<file path="config.mk">
export PLATFORM = sky130hd
export DESIGN_NAME = tgap_pixel_step
export DESIGN_NICKNAME = d
export VERILOG_FILES = /design/src/tgap_pkg.sv /design/src/tgap_pixel_step.sv
export SDC_FILE = /design/constraint.sdc
export NUM_CORES = 1
export LEC_CHECK = 0
export BUFFER_PORTS_ARGS = -buffer_cell sky130_fd_sc_hd__buf_2
export CAP_MARGIN = 20
export CORE_MARGIN = 1.5
export CORE_UTILIZATION = 60
export CTS_BUF_LIST = sky130_fd_sc_hd__clkbuf_2
export DETAILED_ROUTE_END_ITERATION = 8
export PLACE_DENSITY_LB_ADDON = 0.1
export SLEW_MARGIN = 20
export SYNTH_ARGS = -nofsm -noshare
export SYNTH_HDL_FRONTEND = slang
export SYNTH_SLANG_ARGS = --single-unit
export TNS_END_PERCENT = 100
</file>
<file path="constraint.sdc">
create_clock -name clk -period 10.6 [get_ports clk]
set_input_delay 1.06 -clock clk [delete_from_list [all_inputs] [get_ports clk]]
set_output_delay 1.06 -clock clk [all_outputs]
set_load 0.05 [all_outputs]
</file>
<file path="src/tgap_pkg.sv">
package tgap_pkg;

  localparam int IN_DATA_W   = 40;
  localparam int OUT_DATA_W  = 64;
  localparam int CFG_DATA_W  = 16;
  localparam int CFG_INDEX_W = 3;

  localparam logic [CFG_INDEX_W-1:0] REG_FRAME_WIDTH      = 3'd0;
  localparam logic [CFG_INDEX_W-1:0] REG_FRAME_HEIGHT     = 3'd1;
  localparam logic [CFG_INDEX_W-1:0] REG_ORIGIN_CORNER    = 3'd2;
  localparam logic [CFG_INDEX_W-1:0] REG_PIXEL_MODE       = 3'd3;
  localparam logic [CFG_INDEX_W-1:0] REG_PALETTE_IS_24BIT = 3'd4;

  localparam logic [7:0] OPAQUE = 8'hff;

  typedef enum logic [1:0] {
    MODE_GREY    = 2'd0,
    MODE_PALETTE = 2'd1,
    MODE_BGR     = 2'd2,
    MODE_BGRA    = 2'd3
  } pixel_mode_t;

  typedef enum logic {
    OP_PALETTE_WRITE = 1'b0,
    OP_DATA_BYTE     = 1'b1
  } opcode_t;

  typedef struct packed {
    logic [15:0] frame_width;
    logic [15:0] frame_height;
    logic [1:0]  origin_corner;
    pixel_mode_t pixel_mode;
    logic        palette_is_24bit;
  } cfg_t;

  typedef struct packed {
    logic [31:0] pixel_index;
    logic [7:0]  red;
    logic [7:0]  green;
    logic [7:0]  blue;
    logic [7:0]  alpha;
    logic        last_pixel;
    logic        bad_palette;
  } pixel_t;

endpackage

</file>
<file path="src/tgap_pixel_step.sv">
module tgap_pixel_step (
  input  logic              clk,
  input  logic              rst,
  input  logic              restart,
  input  logic              step,
  input  tgap_pkg::cfg_t    cfg,
  input  tgap_pkg::opcode_t opcode,
  input  logic [7:0]        data_byte,
  input  logic [23:0]       lut_color,
  output logic              emit,
  output tgap_pkg::pixel_t  pixel
);

  import tgap_pkg::*;

  logic [15:0] column;
  logic [15:0] row;
  logic [31:0] row_base;
  logic [1:0]  byte_phase;
  logic [23:0] partial_bytes;
  logic        frame_done;

  logic [15:0] column_next;
  logic [15:0] row_next;
  logic [31:0] row_base_next;
  logic [1:0]  byte_phase_next;
  logic [23:0] partial_bytes_next;
  logic        frame_done_next;

  logic [15:0] w;
  logic [15:0] h;
  logic [31:0] start_base;
  logic        from_top;
  logic        from_right;
  logic        row_end;
  logic        col_end;
  logic        bad;
  logic        last;
  logic [23:0] merged;
  logic [23:0] color;
  logic [7:0]  alpha;

  assign w          = (cfg.frame_width == 16'd0) ? 16'd1 : cfg.frame_width;
  assign h          = (cfg.frame_height == 16'd0) ? 16'd1 : cfg.frame_height;
  assign from_top   = cfg.origin_corner[1];
  assign from_right = cfg.origin_corner[0];
  assign start_base = 32'(h - 16'd1) * 32'(w);
  assign row_end    = from_right ? (column == 16'd0) : (column == w - 16'd1);
  assign col_end    = from_top ? (row == h - 16'd1) : (row == 16'd0);

  always_comb begin
    unique case (byte_phase)
      2'd0:    merged = partial_bytes | {16'd0, data_byte};
      2'd1:    merged = partial_bytes | {8'd0, data_byte, 8'd0};
      2'd2:    merged = partial_bytes | {data_byte, 16'd0};
      default: merged = partial_bytes;
    endcase
  end

  always_comb begin
    emit               = 1'b0;
    bad                = 1'b0;
    color              = 24'd0;
    alpha              = 8'd0;
    byte_phase_next    = byte_phase;
    partial_bytes_next = partial_bytes;
    if (step && opcode == OP_DATA_BYTE && !frame_done) begin
      unique case (cfg.pixel_mode)
        MODE_GREY: begin
          emit  = 1'b1;
          color = {data_byte, data_byte, data_byte};
          alpha = OPAQUE;
        end
        MODE_PALETTE: begin
          emit = 1'b1;
          if (!cfg.palette_is_24bit) begin
            bad = 1'b1;
          end else begin
            color = lut_color;
            alpha = OPAQUE;
          end
        end
        MODE_BGR, MODE_BGRA: begin
          if ((cfg.pixel_mode == MODE_BGR && byte_phase == 2'd2) ||
              (cfg.pixel_mode == MODE_BGRA && byte_phase == 2'd3)) begin
            emit               = 1'b1;
            color              = merged;
            alpha              = (cfg.pixel_mode == MODE_BGRA) ? data_byte : OPAQUE;
            byte_phase_next    = 2'd0;
            partial_bytes_next = 24'd0;
          end else begin
            byte_phase_next    = byte_phase + 2'd1;
            partial_bytes_next = merged;
          end
        end
        default: begin
        end
      endcase
    end
  end

  assign last = row_end && col_end && !bad;

  always_comb begin
    column_next     = column;
    row_next        = row;
    row_base_next   = row_base;
    frame_done_next = frame_done;
    if (emit) begin
      priority if (bad || last) begin
        frame_done_next = 1'b1;
      end else if (!row_end) begin
        column_next = from_right ? column - 16'd1 : column + 16'd1;
      end else begin
        column_next = from_right ? w - 16'd1 : 16'd0;
        if (from_top) begin
          row_next      = row + 16'd1;
          row_base_next = row_base + {16'd0, w};
        end else begin
          row_next      = row - 16'd1;
          row_base_next = row_base - {16'd0, w};
        end
      end
    end
  end

  always_ff @(posedge clk) begin
    if (rst) begin
      column        <= 16'd0;
      row           <= 16'd0;
      row_base      <= 32'd0;
      byte_phase    <= 2'd0;
      partial_bytes <= 24'd0;
      frame_done    <= 1'b0;
    end else if (restart) begin
      column        <= from_right ? w - 16'd1 : 16'd0;
      row           <= from_top ? 16'd0 : h - 16'd1;
      row_base      <= from_top ? 32'd0 : start_base;
      byte_phase    <= 2'd0;
      partial_bytes <= 24'd0;
      frame_done    <= 1'b0;
    end else begin
      column        <= column_next;
      row           <= row_next;
      row_base      <= row_base_next;
      byte_phase    <= byte_phase_next;
      partial_bytes <= partial_bytes_next;
      frame_done    <= frame_done_next;
    end
  end

  assign pixel.pixel_index = row_base + {16'd0, column};
  assign pixel.red         = color[23:16];
  assign pixel.green       = color[15:8];
  assign pixel.blue        = color[7:0];
  assign pixel.alpha       = alpha;
  assign pixel.last_pixel  = last;
  assign pixel.bad_palette = bad;

endmodule

</file>
# Word level (Yosys, flattened, before mapping)
# Cells that the tools add are included.
# W data, S select, Z words.
# totals
regBits	91
in_bits	74
output_inout_bits	67
wordCells	95
# op_classes
add_sub_neg	11
n_mul	1
n_eq_ne	9
mux	40
n_bitwise	3
reduce_logical	25
# ops
op	n
$mux W16	14
$mux W32	6
$pmux W24 S3	2
$mux W24	4
$add A32 B16 Y32	2
$logic_not A16 Y1	4
$sub A16 B1 Y16 const B	4
$add A16 B1 Y16 const B	2
$eq A16 B16 Y1	2
$mul A17 B17 Y32	1
$mux W8	4
$sub A32 B16 Y32	1
$or A24 B16 Y24	1
$or A24 B24 Y24	1
$or A24 B8 Y24	1
$pmux W8 S3	1
$sub A16 B1 Y17 const B	1
$eq A2 B2 Y1 const B	4
$mux W1	7
$logic_and A1 B1 Y1	6
$reduce_and A2 Y1	3
$reduce_or A2 Y1	3
$eq A2 B1 Y1 const B	2
$logic_not A2 Y1	2
other kinds (8)	11

# Longest topological paths before layout
# depth
word_depth	11
ltp_mapped	33
mapped_depth_nobuf	30

# Worst setup path before layout
# OpenSTA, ideal clock, no wires.
# synth_path
path_type	input -> register
startpoint	in cfg[11] (netlist name)
endpoint	reg row_base[28]
setup_ns	0.127
t_arrival_ns	8.699
required_ns	10.473
slack_ns	1.774
stages	32
path_buffers	3
path_cell_list	buf_2 nor3_2 nand4_4 o21a_1 clkbuf_1 ha_1 a41oi_1 a21o_1 clkbuf_1 nand2_1 fa_1 fa_1 inv_1 fa_1 inv_1 fa_1 inv_1 fa_1 inv_1 fa_1 inv_1 ha_1 a21oi_1 o21ai_0 a32o_1 a311o_1 nand3_1 a211oi_1 o31a_1 nor3_1 nor4b_1 or3_1
# synth_between
elab_chain_cells	10
elab_cells_between_ends	14
cone_classes	add/sub (2); mul (1); eq/ne (2); mux (4); reduce/logical (5)
# synth_lines
item	line	source
start, declared	tgap_pixel_step.sv:6	input tgap_pkg::cfg_t cfg,
$logic_not A16 Y1	tgap_pixel_step.sv:44	assign h = (cfg.frame_height == 16'd0) ? 16'd1 : cfg.frame_height;
$mux W16 (*)	tgap_pixel_step.sv:44	
branches (longest 8 deep; another with $mul A17 B17 Y32)	n/a	
end signal, assigned	tgap_pixel_step.sv:138	row_base <= from_top ? 32'd0 : start_base;
end signal, assigned	tgap_pixel_step.sv:145	row_base <= row_base_next;
end, declared	tgap_pixel_step.sv:18	logic [31:0] row_base;
# Every way passes the cells marked *.
# A chain may end at the register's enable or synchronous reset.

# Worst setup path in the final report
# Same ends and word-level chain as after synthesis.

==> results_dict.tcl <==
set metrics [dict create \
    critPathMaxStageDelay_ns 0.58 \
    synth_area_leaders "fa_1, ha_1, dfxtp_1, inv_1, nor2_1" \
    drt-initial-drc-count 1624 \
    ff2ff_setup_slack_ns 6.98 \
    synthCells 2707 \
    finalNetCount 3257 \
    yosysWarnings 0 \
    wl_met3_um 5630 \
    final_common_cell "inv_1" \
    fin_tns_setup_ns 0 \
    grt_max_degree 58 \
    cts_resized 0 \
    crit_family "adder cells" \
    synthesis.nets 3218 \
    cp_max_fo 13 \
    fin_crit_sh 0.833 \
    min_period_ns 8.83 \
    final_cell_mix "inv_1, fa_1, nor2_1, nand2_1, ha_1" \
    rr_worst_depth 10 \
    worstMarginPinSlew_ns 1.15 \
    area.growth.synth_to_final_pct 5.10 \
    fp.dieW_um 192 \
    io-pin-count 141 \
    cts_buffers 9 \
    leakage_nw 10.9 \
    slew_viol_final 0 \
    avgSynthCellArea_um2 7.89 \
    worstSetupPathType "in2reg" \
    cts.sinks 91 \
    track_usage 0.361 \
    routabilityCongestion 1.02 \
    worst_path_most_repeated_cell "fa_1" \
    setup_viol 0 \
    rr_endpoint "column[0]" \
    antenna_left 0 \
    powerDensity_nw_per_um2 273 \
    viasPerCell 6.18 \
    clk_pin_slew_ns 0.28 \
    slew_headroom 0.232 \
    cts-htree-levels 3 \
    synth_edf_count 0 \
    maxUsedRoutingLayer "met4" \
    grt_pass1_wl_um 104000 \
    postCtsSetupRepairBufs 0 \
    hold_violations 0 \
    ys.flop_type "dfxtp_1" \
    grt_setup_unrepaired "false" \
    hold_path_depth 2 \
    clk_latency_ns 0.68 \
    grt-ovfl-total 0 \
    cp-start-kind "input pin" \
    cap_violations 0 \
    ff_latch_area_um2 1820 \
    timing.rr.start "column[13]" \
    synth_cell_types 92 \
    layout-drive-gt1-share 0.0891 \
    crit_path_end_kind "register" \
    firstDrtPassIters 5 \
    ys_seq_area_frac 0.0853 \
    ys_ff_latch 91 \
    hold_class "reg2reg" \
    yosys.area.top_type "fa_1" \
    wl_met2_um 30700 \
    numPortBuffers 140 \
    clock_path_buffers 2 \
    hold_path_end "partial_bytes[14]" \
    clock_skew_ns 0.0434 \
    async_flop_share 0 \
    grt_antenna_before_repair 0 \
    fin_util 0.645 \
    post-route-drc-count 0 \
    critPathArrivalTime_ns 9.41 \
    rows 68 \
    min-delay-start "partial_bytes[14]" \
    fmax_mhz 113 \
    cp.required_ns 11.18 \
    core_area_um2 34800 \
    via_count 19800 \
    postCtsHoldBufs 0 \
    wl_met1_um 26500 \
    detail_route.wl_per_cell_um 20.3 \
    dieArea_um2 36700 \
    fp.dieH_um 192 \
    cts_tree "done" \
    cp_num_buf_inv 6 \
    status "finished clean" \
    dpl.hpwl_um 51000 \
    fillCellCount 3154 \
    cts_root_buffer "clkbuf_2" \
    synth_top_area_share 0.249 \
    vdd_ir_drop_max_mv 0.486 \
    grt_pass1_vias 19800 \
    cp_slowest_cell "a21o_1" \
    start_util 0.614 \
    routed_wl_um 65000 \
    synthesis.area_um2 21400 \
    multi_input_area_um2 17400 \
    holdWs_ns 0.552 \
]
==> cell usage after synthesis, types with 49 or more instances <==
cell      instances
a21oi_1         116
a221oi_1         49
and2_1          137
clkbuf_1        113
dfxtp_1          91
fa_1            266
ha_1            171
inv_1           411
nand2_1         224
nand3_1          56
nor2_1          252
nor3_1           67
o21ai_0          75
xnor2_1          91
xor2_1           68
==> sequential cells by signal, indices dropped and copies added (netlist names) <==
signal / cells
row_base: 32
partial_bytes: 24
column: 16
row: 16
byte_phase: 2
frame_done: 1
==> tightest hold or removal path, delay by kind of cell, from the launching register on <==
| family | cells | cell delay, ns |
|---|---|---|
| AND/OR/NAND/NOR | 1 | 0.07 |
| flip-flops | 1 | 0.40 |
| AO/OA/AOI/OAI | 1 | 0.08 |
==> cell families (layout without fill, tap and decap cells) <==
kind of cell             count (synthesis)  in the layout  synth area share
AO/OA/AOI/OAI                          502            502             0.164
XOR/XNOR                               160            160            0.0663
multiplexers                            36             36            0.0172
other                                    0              2                 0
adder cells (fa/ha/maj)                437            437             0.350
AND/OR/NAND/NOR                        928            928             0.218
buffers and inverters                  553            597             0.100
flip-flops                              91             91            0.0853
==> layout make-up <==
class | count | share of cell area
Inverter | 412 | 0.0689
Tap cell | 455 | 0.0254
Antenna cell | 2 | 0.000223
Sequential cell | 91 | 0.0812
Clock buffer | 10 | 0.00223
Clock inverter | 6 | 0.00424
Timing Repair Buffer | 169 | 0.0409
Multi-Input combinational cell | 2063 | 0.777
==> per-stage QoR <==
step                      total power, mW  instances  worst slack, ns  area [um^2]
after floorplan                      4.23       2707             1.77        21400
after global placement               5.72       3190             1.33        22300
after detailed placement             5.80       3190             1.19        22300
after CTS                            6.07       3206             1.91        22400
after global routing                 6.69       3206             1.22        22400
final                                6.13       3208             1.77        22400
==> layer usage <==
metal  GRT usage  vias to the layer above
met5           0                        -
met1       0.473                     9664
met3      0.0671                      147
met4       0.118                        0
met2       0.599                      902
li1            -                     9124
==> report_power, final <==
| part | leakage (nW) | switching (mW) | total (mW) | internal (mW) |
|---|---|---|---|---|
| logic | 10.1 | 3.45 | 5.41 | 1.96 |
| registers | 0.747 | 0.0969 | 0.489 | 0.392 |
| clock network | 0.0875 | 0.146 | 0.228 | 0.0823 |
| total | 10.9 | 3.69 | 6.13 | 2.43 |
==> worst max-delay path by stage <==
stage | end | slack [ns] | depth (start not counted) | startpoint
after CTS | row_base[31] | 1.91 | 28 | cfg[11]
after global routing | row_base[31] | 1.22 | 28 | cfg[11]
after floorplan | row_base[28] | 1.77 | 32 | cfg[11]
final | row_base[28] | 1.77 | 30 | cfg[11]
after global placement | row_base[28] | 1.33 | 30 | cfg[11]
after detailed placement | row_base[31] | 1.19 | 28 | cfg[11]
No activity file was read; power rests on OpenSTA's default activity.
